<file path="src/rtl/core/wmcd_pkg.sv">
// Package with the shared types and constants of the C-mode deframer.
`default_nettype none

package wmcd_pkg;

  localparam logic [7:0] PRE_C = 8'h54;
  localparam logic [7:0] PRE_A = 8'hCD;
  localparam logic [7:0] PRE_B = 8'h3D;

  localparam logic [4:0] FIRST_BLOCK_DATA = 5'd10;
  localparam logic [4:0] NEXT_BLOCK_DATA  = 5'd16;
  localparam logic [4:0] CRC_LEN          = 5'd2;
  localparam logic [9:0] PREFIX_LEN       = 10'd2;
  localparam logic [9:0] COUNT_MAX        = 10'd1023;

  localparam logic [7:0] MIN_PACKET_RST = 8'd16;
  localparam logic [8:0] MIN_FRAME_RST  = 9'd12;

  localparam int CFG_DATA_W = 9;
  localparam int CFG_IDX_W  = 1;
  localparam logic [CFG_IDX_W-1:0] CFG_MIN_PACKET = 1'b0;
  localparam logic [CFG_IDX_W-1:0] CFG_MIN_FRAME  = 1'b1;

  localparam int QUEUE_DEPTH = 4;
  localparam int QPTR_W      = $clog2(QUEUE_DEPTH);
  localparam int QCNT_W      = $clog2(QUEUE_DEPTH + 1);

  typedef enum logic [2:0] {
    ST_OK          = 3'd0,
    ST_TOO_SHORT   = 3'd1,
    ST_UNKNOWN_PRE = 3'd2,
    ST_L_INVALID   = 3'd3,
    ST_TRUNCATED   = 3'd4,
    ST_STRIP_FAIL  = 3'd5,
    ST_NOT_C_MODE  = 3'd6
  } status_e;

  typedef struct packed {
    logic [7:0] frame_byte;
    logic       is_status;
    status_e    status_code;
    logic       format_b;
  } result_t;

endpackage

`default_nettype wire

</file>
<file path="src/rtl/core/wmbus_c_mode_deframer.sv">
// Wireless M-Bus C-mode deframer for frame formats A and B.
//
// Raw packet bytes enter on the s_axis channel, one byte per request, with
// s_axis_tlast on the final byte. The prefix 0x54 and the format byte are
// dropped, and the L-field plus L further link-layer bytes leave on the
// m_axis channel with the format A CRC bytes removed. The byte marked last
// produces an extra status request, flagged by m_axis_tuser and m_axis_tlast.
// Each accepted byte is parsed in the cycle it arrives and its results are
// written into a four-entry result queue, from which m_axis is driven in
// order. One byte is taken every cycle while the queue has room for two
// results; the status request adds one extra result per packet. When the
// receiver stalls the queue fills and s_axis_tready drops until two entries
// are free again. Reset empties the queue, clears the parser state and loads
// the threshold registers with their defaults (16 raw bytes, L+1 of 12). The
// threshold registers are written through the cfg port; the user must do so
// only while no packet is in progress, as the block does not enforce it.
`default_nettype none

module wmbus_c_mode_deframer (
  input  wire logic                           clk_i,
  input  wire logic                           rst_ni,
  input  wire logic                           s_axis_tvalid,
  output      logic                           s_axis_tready,
  input  wire logic [7:0]                     s_axis_tdata,  // in_byte[7:0]
  input  wire logic                           s_axis_tlast,
  output      logic                           m_axis_tvalid,
  input  wire logic                           m_axis_tready,
  // frame_byte[7:0], status_code[10:8], format_b[11], zero[15:12]
  output      logic [15:0]                    m_axis_tdata,
  output      logic                           m_axis_tuser,  // is_status[0]
  output      logic                           m_axis_tlast,
  input  wire logic                           cfg_we_i,
  input  wire logic [wmcd_pkg::CFG_IDX_W-1:0] cfg_idx_i,
  input  wire logic [wmcd_pkg::CFG_DATA_W-1:0] cfg_data_i
);
  import wmcd_pkg::*;

  logic [7:0] min_packet_q;
  logic [8:0] min_frame_q;

  logic [9:0] byte_count_q, byte_count_d;
  logic [7:0] length_q, length_d;
  logic       mode_c_q, mode_c_d;
  logic       fmt_b_q, fmt_b_d;
  logic       pre_unk_q, pre_unk_d;
  logic [8:0] emitted_q, emitted_d;
  logic [4:0] blk_off_q, blk_off_d;
  logic       first_blk_q, first_blk_d;

  result_t             queue_q [QUEUE_DEPTH];
  logic [QPTR_W-1:0]   wr_ptr_q, rd_ptr_q;
  logic [QCNT_W-1:0]   count_q;

  logic       accept, pop;
  logic       push_data, push_status;
  logic [8:0] want;
  logic       want_ok;
  logic [4:0] lim, off_inc;
  logic       is_data;
  status_e    code;
  result_t    data_res, status_res;
  logic [1:0] push_n;

  assign accept = s_axis_tvalid && s_axis_tready;
  assign pop    = m_axis_tvalid && m_axis_tready;

  always_ff @(posedge clk_i or negedge rst_ni) begin
    if (!rst_ni) begin
      min_packet_q <= MIN_PACKET_RST;
      min_frame_q  <= MIN_FRAME_RST;
    end else if (cfg_we_i) begin
      case (cfg_idx_i)
        CFG_MIN_PACKET: min_packet_q <= cfg_data_i[7:0];
        CFG_MIN_FRAME:  min_frame_q  <= cfg_data_i;
        default: ;
      endcase
    end
  end

  always_comb begin
    byte_count_d = byte_count_q;
    length_d     = length_q;
    mode_c_d     = mode_c_q;
    fmt_b_d      = fmt_b_q;
    pre_unk_d    = pre_unk_q;
    emitted_d    = emitted_q;
    blk_off_d    = blk_off_q;
    first_blk_d  = first_blk_q;
    push_data    = 1'b0;
    lim          = first_blk_q ? FIRST_BLOCK_DATA : NEXT_BLOCK_DATA;
    off_inc      = blk_off_q + 5'd1;
    is_data      = 1'b1;

    if (byte_count_q == 10'd0) begin
      mode_c_d = (s_axis_tdata == PRE_C);
    end else if (byte_count_q == 10'd1) begin
      if (mode_c_q) begin
        if (s_axis_tdata == PRE_A) begin
          fmt_b_d = 1'b0;
        end else if (s_axis_tdata == PRE_B) begin
          fmt_b_d = 1'b1;
        end else begin
          pre_unk_d = 1'b1;
        end
      end
    end else if (mode_c_q && !pre_unk_q) begin
      if (byte_count_q == PREFIX_LEN) begin
        length_d = s_axis_tdata;
      end
      if ({1'b0, length_d} + 9'd1 >= min_frame_q) begin
        if (!fmt_b_q) begin
          is_data = blk_off_q < lim;
          if (off_inc >= lim + CRC_LEN) begin
            blk_off_d   = 5'd0;
            first_blk_d = 1'b0;
          end else begin
            blk_off_d = off_inc;
          end
        end
        if (is_data && emitted_q < {1'b0, length_d} + 9'd1) begin
          push_data = 1'b1;
          emitted_d = emitted_q + 9'd1;
        end
      end
    end

    if (byte_count_q != COUNT_MAX) begin
      byte_count_d = byte_count_q + 10'd1;
    end

    want    = {1'b0, length_d} + 9'd1;
    want_ok = want >= min_frame_q;

    if (!mode_c_d) begin
      code = ST_NOT_C_MODE;
    end else if (byte_count_d < {2'b00, min_packet_q} || byte_count_d < PREFIX_LEN + 10'd1) begin
      code = ST_TOO_SHORT;
    end else if (pre_unk_d) begin
      code = ST_UNKNOWN_PRE;
    end else if (!want_ok) begin
      code = ST_L_INVALID;
    end else if (byte_count_d - PREFIX_LEN < {1'b0, want}) begin
      code = ST_TRUNCATED;
    end else if (!fmt_b_d && emitted_d < want) begin
      code = ST_STRIP_FAIL;
    end else begin
      code = ST_OK;
    end

    push_status = s_axis_tlast;

    data_res.frame_byte    = s_axis_tdata;
    data_res.is_status     = 1'b0;
    data_res.status_code   = ST_OK;
    data_res.format_b      = fmt_b_d;
    status_res.frame_byte  = 8'd0;
    status_res.is_status   = 1'b1;
    status_res.status_code = code;
    status_res.format_b    = fmt_b_d;

    if (s_axis_tlast) begin
      byte_count_d = 10'd0;
      length_d     = 8'd0;
      mode_c_d     = 1'b0;
      fmt_b_d      = 1'b0;
      pre_unk_d    = 1'b0;
      emitted_d    = 9'd0;
      blk_off_d    = 5'd0;
      first_blk_d  = 1'b1;
    end
  end

  always_ff @(posedge clk_i or negedge rst_ni) begin
    if (!rst_ni) begin
      byte_count_q <= 10'd0;
      length_q     <= 8'd0;
      mode_c_q     <= 1'b0;
      fmt_b_q      <= 1'b0;
      pre_unk_q    <= 1'b0;
      emitted_q    <= 9'd0;
      blk_off_q    <= 5'd0;
      first_blk_q  <= 1'b1;
    end else if (accept) begin
      byte_count_q <= byte_count_d;
      length_q     <= length_d;
      mode_c_q     <= mode_c_d;
      fmt_b_q      <= fmt_b_d;
      pre_unk_q    <= pre_unk_d;
      emitted_q    <= emitted_d;
      blk_off_q    <= blk_off_d;
      first_blk_q  <= first_blk_d;
    end
  end

  // The data result goes first; the status result follows in the next slot.
  always_ff @(posedge clk_i) begin
    if (accept) begin
      if (push_data) begin
        queue_q[wr_ptr_q] <= data_res;
      end
      if (push_status) begin
        queue_q[push_data ? wr_ptr_q + QPTR_W'(1) : wr_ptr_q] <= status_res;
      end
    end
  end

  assign push_n = accept ? {1'b0, push_data} + {1'b0, push_status} : 2'd0;

  always_ff @(posedge clk_i or negedge rst_ni) begin
    if (!rst_ni) begin
      wr_ptr_q <= '0;
      rd_ptr_q <= '0;
      count_q  <= '0;
    end else begin
      wr_ptr_q <= wr_ptr_q + QPTR_W'(push_n);
      if (pop) begin
        rd_ptr_q <= rd_ptr_q + QPTR_W'(1);
      end
      count_q <= count_q + QCNT_W'(push_n) - QCNT_W'(pop);
    end
  end

  assign s_axis_tready = count_q <= QCNT_W'(QUEUE_DEPTH - 2);
  assign m_axis_tvalid = count_q != '0;
  assign m_axis_tdata  = {4'd0, queue_q[rd_ptr_q].format_b,
                          queue_q[rd_ptr_q].status_code, queue_q[rd_ptr_q].frame_byte};
  assign m_axis_tuser  = queue_q[rd_ptr_q].is_status;
  assign m_axis_tlast  = queue_q[rd_ptr_q].is_status;

  a_count_bound: assert property (@(posedge clk_i) disable iff (!rst_ni)
    count_q <= QCNT_W'(QUEUE_DEPTH))
    else $error("result queue overflow");

  a_clear_after_last: assert property (@(posedge clk_i) disable iff (!rst_ni)
    accept && s_axis_tlast |=> byte_count_q == 10'd0 && first_blk_q)
    else $error("parser state not cleared after last byte");

  a_status_pushed: assert property (@(posedge clk_i) disable iff (!rst_ni)
    accept && s_axis_tlast && count_q == '0 && !push_data |=> m_axis_tvalid && m_axis_tuser)
    else $error("status result missing after last byte");

  a_data_code_zero: assert property (@(posedge clk_i) disable iff (!rst_ni)
    m_axis_tvalid && !m_axis_tuser |-> m_axis_tdata[10:8] == 3'd0)
    else $error("data result carries a status code");

  a_emit_bound: assert property (@(posedge clk_i) disable iff (!rst_ni)
    emitted_q <= {1'b0, length_q} + 9'd1)
    else $error("more bytes emitted than the L-field allows");

endmodule

`default_nettype wire

</file>
<file path="config.mk">
export PLATFORM = sky130hd
export DESIGN_NAME = wmbus_c_mode_deframer
export DESIGN_NICKNAME = d
export VERILOG_FILES = /design/src/rtl/core/wmcd_pkg.sv /design/src/rtl/core/wmbus_c_mode_deframer.sv
export SDC_FILE = /design/constraint.sdc
export NUM_CORES = 1
export LEC_CHECK = 0
export ABC_CLOCK_PERIOD_IN_PS = 7970
export BUFFER_PORTS_ARGS = -buffer_cell sky130_fd_sc_hd__buf_2
export CORE_MARGIN = 8
export CORE_UTILIZATION = 45
export CTS_CLUSTER_DIAMETER = 150
export DETAILED_ROUTE_END_ITERATION = 8
export SYNTH_ARGS = -nofsm -noshare
export SYNTH_HDL_FRONTEND = slang
export SYNTH_SLANG_ARGS = --single-unit
</file>
<file path="constraint.sdc">
create_clock -name clk_i -period 7.97 [get_ports clk_i]
set_clock_uncertainty 0.15 [all_clocks]
set_input_delay 0.797 -clock clk_i [delete_from_list [all_inputs] [get_ports clk_i]]
set_output_delay 0.797 -clock clk_i [all_outputs]
set_load 0.005 [all_outputs]
</file>
==> results.sh, run 1 <==
export IMPL_status="finished, final reports clean"
export IMPL_cts_root_buf="clkbuf_16"
export IMPL_nets=964
export IMPL_ys_ff_latch=112
export IMPL_wl_met2_um=8890
export IMPL_grt_start_max_net_pins=61
export IMPL_critPathRequiredTime_ns=8.03
export IMPL_reg2reg_from="byte_count_q[9]"
export IMPL_critical_path_startpoint="byte_count_q[9]"
export IMPL_holdBufCountCts=0
export IMPL_worst_slew_pin_transition_ns=1.12
export IMPL_critical_path_class="flop to flop"
export IMPL_wl_met3_um=920
export IMPL_cts_resized=0
export IMPL_r2r_end="queue_q[0][1]"
export IMPL_wl_um=19900
export IMPL_io_buffers=39
export IMPL_path_clk_slew_ns=0.08
export IMPL_drt_initial_drc_count=421
export IMPL_final_cell_mix="nand2_1, ha_1, nand3_1, dfrtp_1, a21oi_1"
export IMPL_final_setup_viol_count=0
export IMPL_seq_area_um2=2710
export IMPL_whs_endpoint="queue_q[3][4]"
export IMPL_fmax_mhz=135
export IMPL_antenna_found_initial=0
export IMPL_relSlewSlack=0.251
export IMPL_synth_edf_count=16
export IMPL_grt_pass1_vias=5859
export IMPL_yosys_warnings=0
export IMPL_drcViolationCount=0
export IMPL_dr_pass1_iters=5
export IMPL_layout_cells_non_filler=1091
export IMPL_irDropWorstVdd_mv=0.171
export IMPL_synthToLayoutAreaGrowth_pct=7.77
export IMPL_vias=6190
export IMPL_min_path_cells=2
export IMPL_globalRouteOverflowTotal=0
export IMPL_mostFrequentLayoutCell="nand2_1"
export IMPL_ys_types=70
export IMPL_clk_latency_ns=0.37
export IMPL_slowest_stage="a2111oi_0"
export IMPL_n_fill_cell=1619
export IMPL_grt_pass1_wl_um=32600
export IMPL_slew_viol_final=0
export IMPL_wire_per_inst_um=18.3
export IMPL_diodes=0
export IMPL_htree_levels=3
export IMPL_post_cts_setup_buffers=0
export IMPL_worstHoldStart="queue_q[3][4]"
export IMPL_place_gp_congestion=0.876
export IMPL_critPathCaptureType="flop"
export IMPL_die_w_um=147
export IMPL_period_minus_slack_ns=7.38
export IMPL_syn_inst=857
export IMPL_die_area_um2=21500
export IMPL_cts_tree="done"
export IMPL_top_layer_used="met4"
export IMPL_vias_per_cell=5.67
export IMPL_critPathMaxStageDelay_ns=0.74
export IMPL_dp_cells=1075
export IMPL_cts_buffers_inserted=9
export IMPL_avgSynthCellArea_um2=8.96
export IMPL_synthArstFlopShare=0.536
export IMPL_synth_ff_type="dfrtp_1"
export IMPL_power_leakage_nw=3.67
export IMPL_maxCapViolations=0
export IMPL_finalHoldViolCount=0
export IMPL_power_density_nw_per_um2=243
export IMPL_ys_seq_area_frac=0.353
export IMPL_grt_setup_unrepaired="no"
export IMPL_placementRows=47
export IMPL_drt_met1_wl_um=9810
export IMPL_cts_buffer_depth=2
export IMPL_dp_hpwl_um=14600
export IMPL_io_pins=44
export IMPL_p_total_w=0.00201
export IMPL_period_share=0.927
export IMPL_drive_above_1_share=0.132
export IMPL_clock_sinks=112
export IMPL_worstPathArrival_ns=7.44
export IMPL_critPathLaunchType="flop"
export IMPL_start_util=0.461
export IMPL_post_synth_instance_area_um2=7680
export IMPL_die_h_um=147
export IMPL_rrSetupSlack_ns=0.59
export IMPL_finalSetupTns_ns=0
export IMPL_path_max_fanout=19
export IMPL_min_delay_path_class="flop to flop"
export IMPL_core_area_um2=16600
export IMPL_multi_input_area_um2=4560
export IMPL_r2r_cells=28
export IMPL_track_usage=0.189
export IMPL_postRouteAntennaNets=0
==> cell type report <==
cell class	count	area share
Multi-Input combinational cell	648	0.551
Inverter	49	0.0222
Clock buffer	10	0.0289
Sequential cell	112	0.327
Tap cell	220	0.0333
Timing Repair Buffer	46	0.0299
Clock inverter	6	0.00696
==> flip-flops by register name, summed over array words and instances, names as in the netlist <==
| signal | cells |
|---|---|
| min_frame_q | 9 |
| byte_count_q | 10 |
| wr_ptr_q | 2 |
| blk_off_q | 5 |
| mode_c_q | 1 |
| rd_ptr_q | 2 |
| length_q | 8 |
| count_q | 3 |
| pre_unk_q | 1 |
| first_blk_q | 1 |
| fmt_b_q | 1 |
| min_packet_q | 8 |
| emitted_q | 9 |
| queue_q | 52 |
==> metal layers <==
metal	vias to the layer above	track usage
met3	22	0.0358
met2	134	0.284
met5	-	0
li1	3063	-
met1	2971	0.269
met4	0	0.0505
==> worst max-delay path by stage <==
stage / end / slack (ns) / cells past startpoint
5_1_grt: queue_q[0][1] / 0.03 / 28
3_5_place_dp: queue_q[0][1] / 0.71 / 28
3_3_place_gp: queue_q[0][1] / 0.86 / 28
6_report: queue_q[0][1] / 0.59 / 28
2_1_floorplan: queue_q[0][1] / 1.88 / 31
4_1_cts: queue_q[0][1] / 0.69 / 28
==> worst max-delay path: cells and delay by family, from the launching register on <==
kind | cells | cell delay (ns)
multiplexers | 2 | 0.52
XOR/XNOR | 2 | 0.32
AND/OR/NAND/NOR | 15 | 3.29
AO/OA/AOI/OAI | 7 | 1.86
adder cells (fa/ha/maj) | 2 | 0.59
flip-flops | 1 | 0.51
==> cells in the mapped netlist (16+ instances only) <==
| cell | count | share of area |
|---|---|---|
| xnor2_1 | 20 | 0.023 |
| dfxtp_1 | 36 | 0.094 |
| inv_1 | 49 | 0.024 |
| nor2_1 | 41 | 0.020 |
| nand3_1 | 66 | 0.043 |
| o21ai_0 | 50 | 0.033 |
| xor2_1 | 16 | 0.018 |
| ha_1 | 73 | 0.12 |
| edfxtp_1 | 16 | 0.063 |
| mux2_2 | 19 | 0.028 |
| nand2_1 | 116 | 0.057 |
| a21oi_1 | 54 | 0.035 |
| dfrtp_1 | 56 | 0.18 |
| clkbuf_1 | 32 | 0.016 |
==> cell families (layout without fill, tap and decap cells) <==
logic type | Yosys count | in the layout | share of synthesized area
compound gates | 186 | 186 | 0.152
simple gates | 300 | 300 | 0.190
xor+xnor | 36 | 36 | 0.0411
other cells | 1 | 4 | 0.000488
flops | 112 | 112 | 0.353
buf+inv | 100 | 111 | 0.0544
fa+ha+maj | 74 | 74 | 0.122
mux | 48 | 48 | 0.0878
==> report_power, final <==
group | total [W] | switching, W | internal, W
clock network | 0.000465 | 0.000235 | 0.000230
registers | 0.000739 | 0.0000981 | 0.000641
logic | 0.000811 | 0.000465 | 0.000346
total | 0.00201 | 0.000798 | 0.00122
==> metrics by stage <==
step / utilization / hold WS (ns) / area (um^2) / setup slack (ns)
3_3_place_gp: 0.479 / 0.282 / 7980 / 0.858
4_1_cts: 0.497 / 0.301 / 8270 / 0.690
2_1_floorplan: - / 0.268 / 7690 / 1.88
6_report: 0.497 / 0.300 / 8270 / 0.586
3_5_place_dp: 0.479 / 0.289 / 7980 / 0.710
5_1_grt: 0.497 / 0.328 / 8270 / 0.0345
Note: power is estimated with default switching activity, not from simulation.
==> inputs of run 2 (changes only) <==
CELL_PAD_IN_SITES_DETAIL_PLACEMENT = 2   (was unset)
CELL_PAD_IN_SITES_GLOBAL_PLACEMENT = 2   (was unset)
CORE_UTILIZATION = 39   (was 45)
PLACE_DENSITY_LB_ADDON = 0.1   (was unset)
==> run 2 against run 1 <==
  * Non-clock buffer count grew 2
  * Power grew 2.7%
  * Combinational power grew 5.9%
  * Critical path depth grew 1
  * Critical path type unchanged
==> results.sh, run 2 (synthesized netlist as in run 1, its figures left out) <==
export IMPL_status="finished, final reports clean"
export IMPL_top_regs="queue_q x52, byte_count_q x10"
export IMPL_irDropWorstVdd_mv=0.110
export IMPL_drcViolationCount=0
export IMPL_postRouteAntennaNets=0
export IMPL_worst_slew_pin_transition_ns=1.24
export IMPL_power_density_nw_per_um2=248
export IMPL_final_cell_mix="nand2_1, ha_1, nand3_1, dfrtp_1, a21oi_1"
export IMPL_design_area_um2=8350
export IMPL_vias_per_cell=5.74
export IMPL_critPathLaunchType="flop"
export IMPL_critical_path_class="flop to flop"
export IMPL_grt_pass1_wl_um=40100
export IMPL_period_minus_slack_ns=7.26
export IMPL_swShare=0.411
export IMPL_placementRows=51
export IMPL_slowest_stage="and4b_1"
export IMPL_power_switching_w=0.000850
export IMPL_die_area_um2=24400
export IMPL_finalHoldViolCount=0
export IMPL_grt_pass1_vias=7121
export IMPL_power_frac_comb=0.415
export IMPL_power_leakage_nw=3.68
export IMPL_dr_pass1_iters=4
export IMPL_cts_buffer_depth=2
export IMPL_cts_tree="done"
export IMPL_io_buffers=39
export IMPL_clk_latency_ns=0.37
export IMPL_final_setup_viol_count=0
export IMPL_clock_sinks=112
export IMPL_dp_hpwl_um=19100
export IMPL_fmax_mhz=138
export IMPL_whs_ns=0.313
export IMPL_cts_root_buf="clkbuf_16"
export IMPL_clkPwrFrac=0.226
export IMPL_start_util=0.396
export IMPL_path_max_fanout=19
export IMPL_p_total_w=0.00207
export IMPL_wl_um=25000
export IMPL_nets=966
export IMPL_seqPwrFrac=0.359
export IMPL_holdBufCountCts=0
export IMPL_worst_path_buf_inv=1
export IMPL_io_pins=44
export IMPL_largest_register_ffs=52
export IMPL_htree_levels=3
export IMPL_dp_cells=1122
export IMPL_min_path_cells=2
export IMPL_globalRouteOverflowTotal=0
export IMPL_mostFrequentLayoutCell="nand2_1"
export IMPL_finalSetupTns_ns=0
export IMPL_path_clk_slew_ns=0.09
export IMPL_slew_viol_final=0
export IMPL_wire_per_inst_um=21.9
export IMPL_postPlaceCellArea_um2=8050
export IMPL_track_usage=0.211
export IMPL_layout_cells_non_filler=1138
export IMPL_drt_initial_drc_count=291
export IMPL_critPathRequiredTime_ns=8.02
export IMPL_relSlewSlack=0.163
export IMPL_diodes=0
export IMPL_critPathMaxStageDelay_ns=0.69
export IMPL_critPathTopFamily="simple AND/OR/NAND/NOR gates"
export IMPL_drive_above_1_share=0.134
export IMPL_grt_setup_unrepaired="no"
export IMPL_antenna_found_initial=0
export IMPL_n_fill_cell=2201
export IMPL_vias=6532
export IMPL_maxCapViolations=0
export IMPL_r2r_cells=29
export IMPL_min_delay_path_class="flop to flop"
export IMPL_core_area_um2=19400
export IMPL_grt_start_max_net_pins=61
export IMPL_place_gp_congestion=0.843
export IMPL_die_h_um=156
export IMPL_synthToLayoutAreaGrowth_pct=8.77
export IMPL_critPathCaptureType="flop"
export IMPL_die_w_um=156
export IMPL_period_share=0.911
export IMPL_worst_path_stages=29
export IMPL_worstPathArrival_ns=7.31
export IMPL_internal_power_w=0.00122
export IMPL_cts_buffers_inserted=9
export IMPL_regMostFlops="queue_q"
run 2: layout make-up:
type	count	area [um^2]	share of cell area
Clock buffer	9	225	0.0270
Tap cell	265	332	0.0397
Timing Repair Buffer	48	263	0.0315
Sequential cell	112	2710	0.324
Multi-Input combinational cell	648	4560	0.547
Inverter	49	184	0.0220
Clock inverter	7	75.1	0.00899
run 2: metrics by stage:
step | utilization | setup WS (ns)
6_report | 0.430 | 0.707
5_1_grt | 0.430 | 0.108
4_1_cts | 0.430 | 0.748
3_5_place_dp | 0.415 | 0.798
3_3_place_gp | 0.415 | 1.10
2_1_floorplan | - | 1.88
run 2: per-layer routing:
metal  up-vias  wire, um  GRT usage  share of wire
met5         -         0          0              0
met4         0       548     0.0714          0.022
met3        33       670     0.0320          0.027
met2       102     13100      0.385           0.53
met1      3323     10600      0.247           0.42
li1       3074         -          -              -
run 2: worst register-to-register path, delay by kind of cell (launching register included):
family / cells / cell delay, ns
mux: 2 / 0.56
buf+inv: 1 / 0.21
simple gates: 13 / 3.12
xor+xnor: 2 / 0.35
flops: 1 / 0.52
fa+ha+maj: 2 / 0.62
compound gates: 9 / 1.57
run 2: worst paths after layout:
check | from | endpoint | slack (ns)
max reg2reg | byte_count_q[9] | queue_q[0][1] | 0.71
min in group asynchronous | rst_ni | min_frame_q[7] | 0.45
max in group asynchronous | rst_ni | blk_off_q[0] | 6.66
max | byte_count_q[9] | queue_q[0][1] | 0.71
min reg2reg | queue_q[2][7] | queue_q[2][7] | 0.31
min | queue_q[2][7] | queue_q[2][7] | 0.31
run 2: what timing repair did:
| action | in CTS | in global routing |
|---|---|---|
| endpoints found under the setup margin | 0 | 1 |
| buffers inserted | 0 | 0 |
| resized for setup | 0 | 1 |
run 2: power groups by stage:
| stage | clock network (W) | logic, W | registers, W |
|---|---|---|---|
| floorplan | 0 | 0.000639 | 0.000689 |
| global placement | 0 | 0.000809 | 0.000748 |
| detailed placement | 0 | 0.000869 | 0.000757 |
| CTS | 0.000479 | 0.000875 | 0.000745 |
| global route | 0.000497 | 0.000966 | 0.000757 |
| finish | 0.000468 | 0.000859 | 0.000743 |
==> inputs of run 3 (changes only) <==
BUFFER_PORTS_ARGS = unset   (was -buffer_cell sky130_fd_sc_hd__buf_2)
CORE_UTILIZATION = 41   (was 39)
DONT_BUFFER_PORTS = 1   (was unset)
==> run 3 against run 2 <==
  * Combinational power down 2.7%
  * Wire length up 2.7%
  * Final cell count down 6.0%
  * Worst hold slack worse by 0.20 ns
  * Cell area down 2.3%
  * Maximum frequency down 3.0%
  * Critical path depth unchanged
  * Sequential share of layout area up 0.75 points
  * Non-clock buffer count down 37
  * Via count down 1.5%
  * First-iteration DRC count down 13%
==> results.sh, run 3 (synthesized netlist as in run 1, its figures left out) <==
export IMPL_drt_initial_drc_count=252
export IMPL_fmax_mhz=134
export IMPL_core_area_um2=18500
export IMPL_io_buffers=0
export IMPL_track_usage=0.224
export IMPL_drive_above_1_share=0.0957
export IMPL_grt_start_max_net_pins=57
export IMPL_critPathCaptureType="flop"
export IMPL_regMostFlops="queue_q"
export IMPL_globalRouteOverflowTotal=0
export IMPL_vias_per_cell=6.01
export IMPL_antenna_found_initial=0
export IMPL_critical_path_class="flop to flop"
export IMPL_post_cts_setup_buffers=0
export IMPL_reg2reg_from="byte_count_q[9]"
export IMPL_io_pins=44
export IMPL_synthToLayoutAreaGrowth_pct=6.31
export IMPL_relSlewSlack=0.230
export IMPL_rrSetupSlack_ns=0.49
export IMPL_drcViolationCount=0
export IMPL_cts_root_buf="clkbuf_16"
export IMPL_period_minus_slack_ns=7.48
export IMPL_path_clk_slew_ns=0.09
export IMPL_largest_register_ffs=52
export IMPL_multi_input_area_um2=4560
export IMPL_seq_area_um2=2710
export IMPL_power_density_nw_per_um2=252
export IMPL_dp_hpwl_um=19700
export IMPL_placementRows=50
export IMPL_htree_levels=3
export IMPL_postRouteAntennaNets=0
export IMPL_n_fill_cell=2048
export IMPL_clk_latency_ns=0.37
export IMPL_clock_sinks=112
export IMPL_diodes=0
export IMPL_mostFrequentLayoutCell="nand2_1"
export IMPL_worst_slew_pin_transition_ns=1.14
export IMPL_start_util=0.415
export IMPL_slew_viol_final=0
export IMPL_r2r_end="queue_q[1][1]"
export IMPL_vias=6434
export IMPL_critPathLaunchType="flop"
export IMPL_p_total_w=0.00206
export IMPL_die_area_um2=23400
export IMPL_cts_buffers_inserted=9
export IMPL_grt_pass1_vias=7241
export IMPL_place_gp_congestion=0.913
export IMPL_cts_buffer_depth=2
export IMPL_cts_resized=0
export IMPL_r2r_cells=29
export IMPL_final_cell_mix="nand2_1, ha_1, nand3_1, dfrtp_1, a21oi_1"
export IMPL_worstPathArrival_ns=7.53
export IMPL_maxCapViolations=0
export IMPL_critPathMaxStageDelay_ns=0.66
export IMPL_path_max_fanout=19
export IMPL_nets=929
export IMPL_die_w_um=153
export IMPL_slowest_stage="a2111oi_0"
export IMPL_grt_pass1_wl_um=41300
export IMPL_cts_tree="done"
export IMPL_critPathRequiredTime_ns=8.01
export IMPL_min_delay_path_class="input pin to async pin"
export IMPL_grt_setup_unrepaired="no"
export IMPL_die_h_um=153
export IMPL_power_leakage_nw=3.53
export IMPL_final_setup_viol_count=0
export IMPL_dr_pass1_iters=5
export IMPL_wire_per_inst_um=24.0
export IMPL_finalSetupTns_ns=0
export IMPL_top_regs="queue_q x52, byte_count_q x10"
export IMPL_finalHoldViolCount=0
export IMPL_wl_um=25600
export IMPL_status="finished, final reports clean"
export IMPL_period_share=0.939
export IMPL_irDropWorstVdd_mv=0.106
## run 3: worst max-delay path, delay by kind of cell (launching register included)
family	cells	cell delay, ns
compound gates	7	1.80
simple gates	15	3.11
flops	1	0.52
buf+inv	1	0.19
fa+ha+maj	2	0.63
mux	2	0.55
xor+xnor	2	0.36
## run 3: worst max path at each step
stage	start	slack (ns)	cells after the start	endpoint
after floorplan	byte_count_q[8]	1.88	31	queue_q[0][1]
final	byte_count_q[9]	0.49	29	queue_q[1][1]
after detailed placement	byte_count_q[9]	0.55	29	queue_q[1][1]
after CTS	byte_count_q[9]	0.50	29	queue_q[1][1]
after global routing	byte_count_q[9]	0.004	29	queue_q[1][1]
after global placement	byte_count_q[9]	0.90	29	queue_q[0][1]
## run 3: stage by stage
stage / util / std cells / hold WS (ns) / area (um^2) / worst slack [ns]
2_1_floorplan: - / 860 / 0.268 / 7690 / 1.88
3_3_place_gp: 0.422 / 1053 / 0.277 / 7820 / 0.899
3_5_place_dp: 0.422 / 1053 / 0.306 / 7820 / 0.547
4_1_cts: 0.441 / 1070 / 0.101 / 8160 / 0.501
5_1_grt: 0.441 / 1070 / 0.0975 / 8160 / 0.00418
6_report: 0.441 / 1070 / 0.114 / 8160 / 0.486
## run 3: repair_timing
| action | in CTS | in global routing |
|---|---|---|
| hold buffers | 1 | 0 |
| endpoints found under the hold margin | 56 | 0 |
| endpoints found under the setup margin | 0 | 0 |
## run 3: report_power, final
group / total [W] / switching (W) / internal, W / leakage [nW]
Sequential: 0.000744 / 0.000103 / 0.000641 / 1.22
Clock: 0.000478 / 0.000252 / 0.000226 / 0.151
Combinational: 0.000836 / 0.000497 / 0.000339 / 2.16
## run 3: area by class of cell
class / instances / area share
well taps: 234 / 0.0359
repair buffers: 11 / 0.0126
multi-input cells: 648 / 0.559
clock inverters: 7 / 0.0106
flip-flops and latches: 112 / 0.332
inverters: 49 / 0.0225
clock buffers: 9 / 0.0276
## run 3: metal layers
metal  up-vias  wire length (um)  share of wire  global-route usage
met2       110             13600           0.53               0.416
li1       3001                 -              -                   -
met5         -                 0              0                   0
met4         0               678          0.026              0.0877
met3        39               733          0.029              0.0290
met1      3284             10700           0.42               0.256
